<file path="config.mk">
export PLATFORM = sky130hd
export DESIGN_NAME = cdvh_ram
export DESIGN_NICKNAME = d
export VERILOG_FILES = /design/src/cdvh_ram.sv
export SDC_FILE = /design/constraint.sdc
export NUM_CORES = 1
export LEC_CHECK = 0
export BUFFER_PORTS_ARGS = -buffer_cell sky130_fd_sc_hd__clkbuf_2
export CAP_MARGIN = 20
export CELL_PAD_IN_SITES_DETAIL_PLACEMENT = 2
export CELL_PAD_IN_SITES_GLOBAL_PLACEMENT = 2
export CORE_MARGIN = 3
export CORE_UTILIZATION = 48
export DETAILED_ROUTE_END_ITERATION = 8
export PLACE_DENSITY = 0.8
export SYNTH_ARGS = -nofsm -noshare
export SYNTH_HDL_FRONTEND = slang
export SYNTH_SLANG_ARGS = --single-unit
</file>
<file path="constraint.sdc">
create_clock -name clk -period 2.47 [get_ports clk]
set_clock_uncertainty 0.1 [all_clocks]
set_input_delay 0.3705 -clock clk [delete_from_list [all_inputs] [get_ports clk]]
set_output_delay 0.3705 -clock clk [all_outputs]
set_load 0.1 [all_outputs]
</file>
<file path="src/cdvh_ram.sv">
// ----------------------------------------------------------------------------
// Generic RAM
// Simple dual-port synchronous RAM: one write port, one read port with the
// read data registered.
// ----------------------------------------------------------------------------
module cdvh_ram #(
    parameter int WIDTH = 8,
    parameter int DEPTH = 16
) (
    input  logic                     clk,
    input  logic                     we,
    input  logic [$clog2(DEPTH)-1:0] waddr,
    input  logic [WIDTH-1:0]         wdata,
    input  logic [$clog2(DEPTH)-1:0] raddr,
    output logic [WIDTH-1:0]         rdata
);

    logic [WIDTH-1:0] mem [DEPTH];
    logic [WIDTH-1:0] rdata_reg;

    // Write and registered read
    always_ff @(posedge clk)
    begin
        if (we)
        begin
            mem[waddr] <= wdata;
        end
        rdata_reg <= mem[raddr];
    end

    assign rdata = rdata_reg;

endmodule

</file>
==> results.sh <==
export IMPL_leakage_nw=2.11
export IMPL_drt_vias_per_instance=6.04
export IMPL_placeableCoreArea_um2=10400
export IMPL_cpLargestDelayFamily="buffers and inverters"
export IMPL_first_iter_violations=273
export IMPL_worst_slew_margin_rel=0.515
export IMPL_cts_hold_buffers_added=0
export IMPL_grt_setup_unrepaired="no"
export IMPL_power_density_cell_area_nw_per_um2=933
export IMPL_cts_root_buffer="clkbuf_8"
export IMPL_yosysTopAreaCell="edfxtp_1"
export IMPL_worst_max_slew_pin_slew_ps=725
export IMPL_numPortBuffers=25
export IMPL_worstSetupStartpointType="flop"
export IMPL_max_cap_violations=0
export IMPL_synth_top_cell_area_share=0.747
export IMPL_instances_no_fill=431
export IMPL_cp_data_arrival_time_ps=1400
export IMPL_synth_yosys_warnings=0
export IMPL_post_route_cells_drive_above_1_share=0.322
export IMPL_wire_length_of_the_first_global_routing_pass_um=20500
export IMPL_leading_cell_types_by_total_area_after_synthesis="edfxtp_1 (75%), mux4_2 (7.9%), mux4_1 (7.1%), dfxtp_1 (3.1%), a22oi_1 (2.3%)"
export IMPL_final_gp_congestion=0.716
export IMPL_setup_violations_final=0
export IMPL_synthTopCellsByCount="edfxtp_1 (128), mux4_2 (18), a22oi_1 (16)"
export IMPL_via_count=2603
export IMPL_top_level_ports=26
export IMPL_cts_resized_gates=0
export IMPL_die_area_um2=12000
export IMPL_period_minus_slack_ps=1870
export IMPL_yosys_register_bits=136
export IMPL_peakVddDrop_mv=0.604
export IMPL_finish_net_count=300
export IMPL_critical_path_slowest_cell="clkbuf_2"
export IMPL_crit_chain="clkbuf_2"
export IMPL_initial_core_util=0.496
export IMPL_synthToLayoutAreaGrowth_pct=19.7
export IMPL_final_hold_viol_count=0
export IMPL_worstHoldPathType="input pin to flop"
export IMPL_finalWirelength_um=14000
export IMPL_syn_area_per_cell_um2=22.5
export IMPL_drc_errors=0
export IMPL_number_of_placed_instances_with_taps_included=399
export IMPL_setup_worst_path_class="flop to primary output"
export IMPL_ys_dominant_reg_cell="edfxtp_1"
export IMPL_chipWidth_um=110
export IMPL_fmax_ghz=0.536
export IMPL_yosysMostFrequentCell="edfxtp_1"
export IMPL_total_gr_overflow=0
export IMPL_grt_antenna_before_repair=0
export IMPL_antenna_cells=0
export IMPL_setup_slack_ps=603
export IMPL_clk_path_buf_depth=2
export IMPL_clk_pin_slew_worst_paths_ps=70
export IMPL_synth_cell_area_um2=5150
export IMPL_slew_violations=0
export IMPL_die_y_um=110
export IMPL_run_status="finished clean"
export IMPL_fin_total_pwr_mw=5.75
export IMPL_grt_usage=0.260
export IMPL_worstSkewPairLatency_ps=540
export IMPL_async_reset_ff_frac=0
export IMPL_dr_pass1_iters=4
export IMPL_cts_inserted_buffers=17
export IMPL_postSynthNetCount=247
export IMPL_first_global_vias=2874
export IMPL_cts_sink_count=136
export IMPL_sum_of_negative_setup_slack_ps=0
export IMPL_post_cts_setup_buffer_count=0
export IMPL_largest_register_ffs=128
export IMPL_grt_max_degree=33
export IMPL_detailed_place_hpwl_um=8260
export IMPL_ant_nets=0
export IMPL_fin_crit_sh=0.756
export IMPL_cp_buffers_inverters=1
export IMPL_rows=37
export IMPL_synth_enable_flop_cells=128
export IMPL_cts_tree="done"
export IMPL_critical_path_required_ps=2000
export IMPL_fillCellCount=851
export IMPL_cts_max_level=4
export IMPL_ys_types=19
export IMPL_wl_per_cell_um=32.4
export IMPL_worst_r2r_setup_slack_ps=840
export IMPL_post_synth_inst_count=229
export IMPL_cp_max_fo=1
export IMPL_end_kind="primary output"
export IMPL_slowest_delay_ps=480
export IMPL_place_ws_ps=435
export IMPL_seq_area_frac_synth=0.778
report_power, final:
part	leakage, nW	internal (mW)	switching (mW)
combinational	0.584	0.103	0.265
sequential	1.22	2.58	0.0259
clock	0.301	1.75	1.03
kinds of logic (layout without fill, tap and decap cells):
kind of cell | count (synthesis) | count (layout) | share of synthesized area
AND/OR/NAND/NOR | 35 | 35 | 0.0318
multiplexers | 32 | 32 | 0.150
buffers and inverters | 10 | 76 | 0.0168
AO/OA/AOI/OAI | 16 | 16 | 0.0233
flip-flops | 136 | 136 | 0.778
cell usage in the layout (no fill, tap or decap):
cell        netlist  final
clkbuf_2          0     25
buf_4             1     17
a22oi_1          16     16
nor2_1           13     13
dfxtp_1           8      8
inv_6             0      2
clkbuf_16         0     16
clkinv_4          0      2
and2b_1           1      1
nor2b_1           1      1
and2_1            1      1
clkbuf_8          0      1
or3b_2            1      1
nand3_1           1      1
mux4_2           18     18
nand3b_1          2      2
mux4_1           14     14
clkinv_2          0      2
nand2b_1          2      2
buf_12            0      2
edfxtp_1        128    128
nor3_1            4      4
bufinv_16         0      5
nand2_1           9      9
clkinvlp_4        0      4
through the flow:
step / hold slack [ps] / cell area [um^2] / util
2_1_floorplan: 369 / 5150 / -
3_3_place_gp: 549 / 5520 / 0.533
3_5_place_dp: 597 / 5520 / 0.533
4_1_cts: 146 / 6160 / 0.594
5_1_grt: 183 / 6160 / 0.594
6_report: 182 / 6160 / 0.594
worst paths after layout:
kind | start | to | cells past startpoint
worst max-delay path | rdata[7] | rdata[7] | 1
worst min-delay path | wdata[1] | mem[2][1] | 1
worst max register to register | mem[1][2] | rdata[2] | 3
worst min register to register | mem[12][3] | rdata[3] | 3
cell type report:
class | instances | area (um^2) | share of cell area
repair buffers | 44 | 293 | 0.0475
flip-flops and latches | 136 | 4000 | 0.650
clock buffers | 17 | 414 | 0.0672
well taps | 136 | 170 | 0.0276
clock inverters | 15 | 225 | 0.0365
multi-input cells | 83 | 1060 | 0.172
metal layers:
layer	track usage	part of all wire	vias to the layer above
li1	-	-	1078
met1	0.343	0.42	1411
met2	0.418	0.51	95
met3	0.0728	0.048	19
met4	0.0873	0.017	0
met5	0	0	-
(Power assumes the default switching activity.)
