<file path="config.mk">
export PLATFORM = sky130hd
export DESIGN_NAME = cdvh_div
export DESIGN_NICKNAME = d
export VERILOG_FILES = /design/src/cdvh_pkg.sv /design/src/cdvh_div.sv
export SDC_FILE = /design/constraint.sdc
export NUM_CORES = 1
export LEC_CHECK = 0
export ABC_AREA = 1
export BUFFER_PORTS_ARGS = -buffer_cell sky130_fd_sc_hd__clkbuf_2
export CAP_MARGIN = 40
export CORE_AREA = 2 2 106 108
export CTS_CLUSTER_SIZE = 25
export DETAILED_ROUTE_END_ITERATION = 12
export DIE_AREA = 0 0 108 110
export PLACE_DENSITY = 0.72
export RECOVER_POWER = 25
export SLEW_MARGIN = 20
export SYNTH_ARGS = -nofsm -noshare
export SYNTH_HDL_FRONTEND = slang
export SYNTH_SLANG_ARGS = --single-unit
export TNS_END_PERCENT = 5
</file>
<file path="constraint.sdc">
create_clock -name clk -period 3.5 [get_ports clk]
set_clock_uncertainty 0.05 [all_clocks]
set_input_delay 0.7 -clock clk [delete_from_list [all_inputs] [get_ports clk]]
set_output_delay 0.7 -clock clk [all_outputs]
set_load 0.005 [all_outputs]
</file>
<file path="src/cdvh_pkg.sv">
// ----------------------------------------------------------------------------
// Cumulative DVH package
// Shared sizes, operation codes and arithmetic constants for the cumulative
// dose-volume histogram unit and its sub-blocks.
// ----------------------------------------------------------------------------
package cdvh_pkg;

    // Histogram geometry
    localparam int HIST_BINS   = 1024;
    localparam int COUNT_WIDTH = 20;
    localparam int BIN_W       = $clog2(HIST_BINS);

    // Port field widths
    localparam int OP_W      = 2;
    localparam int DOSE_W    = 16;
    localparam int INDEX_W   = 10;
    localparam int VOL_W     = 24;
    localparam int VALUE_W   = 40;
    localparam int VCOUNT_W  = 20;

    // Derived datapath widths
    localparam int PROD_W    = COUNT_WIDTH + VOL_W;   // count times voxel volume
    localparam int PCT_W     = 15;                    // width of the Q.8 percent scale
    localparam int NUM_W     = COUNT_WIDTH + PCT_W;   // dividend of the percent divide
    localparam int DIV_CNT_W = $clog2(NUM_W + 1);

    // 100 percent in Q.8
    localparam logic [PCT_W-1:0] PERCENT_Q8 = PCT_W'(25600);

    // floor(d / 10) = (d * 0xCCCD) >> 19, exact for every 16-bit dose
    localparam logic [DOSE_W-1:0] DIV10_MUL   = 16'hCCCD;
    localparam int                DIV10_SHIFT = 19;
    localparam int                DOSE_PROD_W = 2 * DOSE_W;
    localparam int                DOSE_BIN_W  = DOSE_PROD_W - DIV10_SHIFT;

    localparam logic [COUNT_WIDTH-1:0] COUNT_MAX  = '1;
    localparam logic [VOL_W-1:0]       VOL_RESET  = VOL_W'(65536);
    localparam logic [63:0]            VALUE_MAX  = 64'((64'd1 << VALUE_W) - 64'd1);
    localparam logic [63:0]            VCOUNT_MAX = 64'((64'd1 << VCOUNT_W) - 64'd1);

    typedef enum logic [OP_W-1:0] {
        OP_CLEAR  = 2'd0,
        OP_ADD    = 2'd1,
        OP_FINISH = 2'd2,
        OP_READ   = 2'd3
    } op_t;

endpackage

</file>
<file path="src/cdvh_div.sv">
// ----------------------------------------------------------------------------
// Percent divider
// Restoring divider producing NUM_W quotient bits, one quotient bit per cycle.
// Pulses done for one cycle with the quotient held until the next start.
// ----------------------------------------------------------------------------
module cdvh_div
    import cdvh_pkg::*;
(
    input  logic                   clk,
    input  logic                   rst_n,
    input  logic                   start,
    input  logic [NUM_W-1:0]       numer,
    input  logic [COUNT_WIDTH-1:0] denom,
    output logic                   done,
    output logic [NUM_W-1:0]       quot
);

    logic                   run_reg,  run_next;
    logic                   done_reg, done_next;
    logic [DIV_CNT_W-1:0]   cnt_reg,  cnt_next;
    logic [COUNT_WIDTH-1:0] rem_reg,  rem_next;
    logic [NUM_W-1:0]       num_reg,  num_next;
    logic [COUNT_WIDTH-1:0] den_reg,  den_next;

    logic [COUNT_WIDTH:0]   trial;
    logic [COUNT_WIDTH:0]   diff;
    logic                   fits;

    // Trial subtraction of the shifted remainder
    always_comb
    begin
        trial = {rem_reg, num_reg[NUM_W-1]};
        diff  = trial - {1'b0, den_reg};
        fits  = (trial >= {1'b0, den_reg});
    end

    // Advance one quotient bit a cycle
    always_comb
    begin
        run_next  = run_reg;
        done_next = 1'b0;
        cnt_next  = cnt_reg;
        rem_next  = rem_reg;
        num_next  = num_reg;
        den_next  = den_reg;
        if (start)
        begin
            run_next = 1'b1;
            cnt_next = DIV_CNT_W'(NUM_W);
            rem_next = '0;
            num_next = numer;
            den_next = denom;
        end
        else if (run_reg)
        begin
            rem_next = fits ? diff[COUNT_WIDTH-1:0] : trial[COUNT_WIDTH-1:0];
            num_next = {num_reg[NUM_W-2:0], fits};
            cnt_next = cnt_reg - DIV_CNT_W'(1);
            if (cnt_reg == DIV_CNT_W'(1))
            begin
                run_next  = 1'b0;
                done_next = 1'b1;
            end
        end
    end

    // Control state
    always_ff @(posedge clk or negedge rst_n)
    begin
        if (!rst_n)
        begin
            run_reg  <= 1'b0;
            done_reg <= 1'b0;
            cnt_reg  <= '0;
        end
        else
        begin
            run_reg  <= run_next;
            done_reg <= done_next;
            cnt_reg  <= cnt_next;
        end
    end

    // Datapath
    always_ff @(posedge clk)
    begin
        rem_reg <= rem_next;
        num_reg <= num_next;
        den_reg <= den_next;
    end

    assign done = done_reg;
    assign quot = num_reg;

endmodule

</file>
==> impl_results.md <==
* Io pins at 94
* Post-synth EDFFs at 55
* Initial core utilization at 0.455
* IO buf count at 93
* Max reg flops at 35
* Syn_nets at 703
* Flop-to-flop setup slack at 1090 ps
* Row count at 38
* Hold/Removal Path Class: in -> async
* Final Cycle Share at 0.733
* Peak supply drop at 339 uV
* Core ar. at 0.0107 sq mm
* Cells after DPL at 844
* Top cell type's share of synthesized area at 0.339
* Primary FF master, synth: edfxtp_1
* Post-CTS Setup Repair Bufs at 0
* Req. time, crit path at 3560 ps
* Total die area at 0.0119 sq mm
* P&R area growth vs syn at 16.4%
* Setup CP Type: in -> reg
* Gr ovfl total at 0
* Number of buffers created by CTS at 9
* Power Total at 3830 uW
* Largest net degree at the start of global routing at 37
* Initial antenna violation count at 0
* Worst-path fanout max at 27
* CTS clock-pin slew for the worst setup and hold paths at 90 ps
* Routed WL at 10600 um
* DIE WIDTH at 108 um
* Tot GR Track Use at 0.199
* Final setup viols at 0
* Outcome: complete, no violations
* Crit end category: flop
* Post-cts resize count at 0
* Commonest cells post-synth: 240 x nand2_1, 89 x inv_1, 55 x edfxtp_1
* Max cap viols at 0
* Initial drt markers at 151
* Ys async rst share at 0.0964
* DR WL/cell at 12.3 um
* Top cells by area, synth: edfxtp_1 34%, nand2_1 18%, dfxtp_1 8.2%
* CP startpoint kind: input port
* Syn Inst Count at 622
* Ant diodes at 0
* TritonCTS clock tree: yes
* Unique masters post-synth at 35
* Clk Latency, worst-skew pair at 380 ps
* Max Root-Sink Buffers at 2
* Fin Hold WS at 168 ps
* Final hold violation count at 0
* RSZ-0062 raised after global routing: false
* DRC Markers at 0
* DIE HEIGHT at 110 um
* WP data arrival at 2630 ps
* Drt pass-1 iters at 5
* Vias in the first global route at 4173
* Avg Cell Area, Syn at 7.83 sq um
* PD cells at 675 mW/mm^2
* Clk Tree Root Cell: clkbuf_8
* Nets at 796
* H-tree levels at 3
* Sink Count at 83
* Gpl congestion at 0.907
* Tmin final at 2570 ps
* Flops & latches, synth at 83
* Leak at 0.00300 uW
* Peak Freq at 390 MHz
* Post-synthesis cell area at 0.00487 sq mm
* ANT nets after route at 0
* Most common cell in the netlist: nand2_1
* Non-Filler Instances at 860
* Hpwl dp at 7760 um
* Avg Vias per Cell at 4.79
* Layout cells sized above 1 at 0.194
* Synth Warn # at 0
* Share of the yosys chip area belonging to registers at 0.462
* Worst-Margin Slew at 1190 ps
* Vias after detailed routing at 4117
* Slew headroom at 0.207
* First-pass GRT wire length at 18500 um
* Setup TNS at 0 ps
* Leading area contributor after synthesis: edfxtp_1
* Hold buffer count at cts at 0
* Max-slew violation count at 0
-- layout make-up --
| class | instances | area [sq um] |
|---|---|---|
| inverters | 93 | 349 |
| well taps | 140 | 175 |
| clock inverters | 7 | 82.6 |
| flip-flops and latches | 83 | 2250 |
| clock buffers | 9 | 124 |
| fillers | 1083 | 5030 |
| repair buffers | 98 | 518 |
| multi-input cells | 430 | 2170 |
-- metal layers --
layer,up-vias,share of wire,track usage
met1,1839,0.45,0.246
met2,105,0.47,0.336
met4,0,0.011,0.0559
met3,10,0.066,0.0653
li1,2163,-,-
met5,-,0,0
-- logic make-up (layout without fill, tap and decap cells) --
| kind of cell | Yosys count | after routing | synth area share |
|---|---|---|---|
| and+or+nand+nor | 360 | 360 | 0.327 |
| buffers and inverters | 109 | 207 | 0.0924 |
| DFF | 83 | 83 | 0.462 |
| AOI/OAI and AO/OA | 38 | 38 | 0.0411 |
| adders and majority gates | 23 | 23 | 0.0606 |
| xor gates and xnor gates | 9 | 9 | 0.0162 |
-- cell usage in the layout (no fill, tap or decap), types with 3 or more instances in the layout --
cell type and n:
inv_2 4, dfxtp_1 20, o21ai_1 3, nand3_2 10, edfxtp_1 55, o21ai_0 13
clkbuf_8 9, clkbuf_1 4, xnor2_1 6, nor3_1 8, nand3_1 49, buf_4 4
ha_1 22, nor2_1 26, nand2_2 9, inv_1 89, xor2_1 3, nand3b_1 10
dfrtp_1 8, nand2_1 240, clkbuf_2 89, a21oi_1 18
-- where the power goes --
part	switching, uW	internal [uW]
logic	1090	666
clock network	390	343
registers	104	1230
total	1590	2240
-- critical path, stage by stage --
cell	delay, ps
clkbuf_1	850
inv_1	590
buf_16	330
nor2_1	100
a31oi_1	40
-- final timing paths --
kind,from,endpoint,cells past startpoint
max,start,quot[0],5
min,rst_n,done,1
max reg2reg,den_reg[15],rem_reg[6],13
min reg2reg,rem_reg[19],rem_reg[19],2
max in group asynchronous,rst_n,cnt_reg[3],1
min in group clk,rem_reg[19],rem_reg[19],2
-- through the flow --
stage | setup slack [ps] | utilization | cell area [sq um]
finish | 934 | 0.530 | 5670
global route | 668 | 0.530 | 5670
CTS | 1100 | 0.531 | 5680
detailed placement | 1040 | 0.511 | 5470
global placement | 994 | 0.509 | 5440
floorplan | 1180 | - | 4870
No activity file was read; power rests on OpenSTA's default activity.
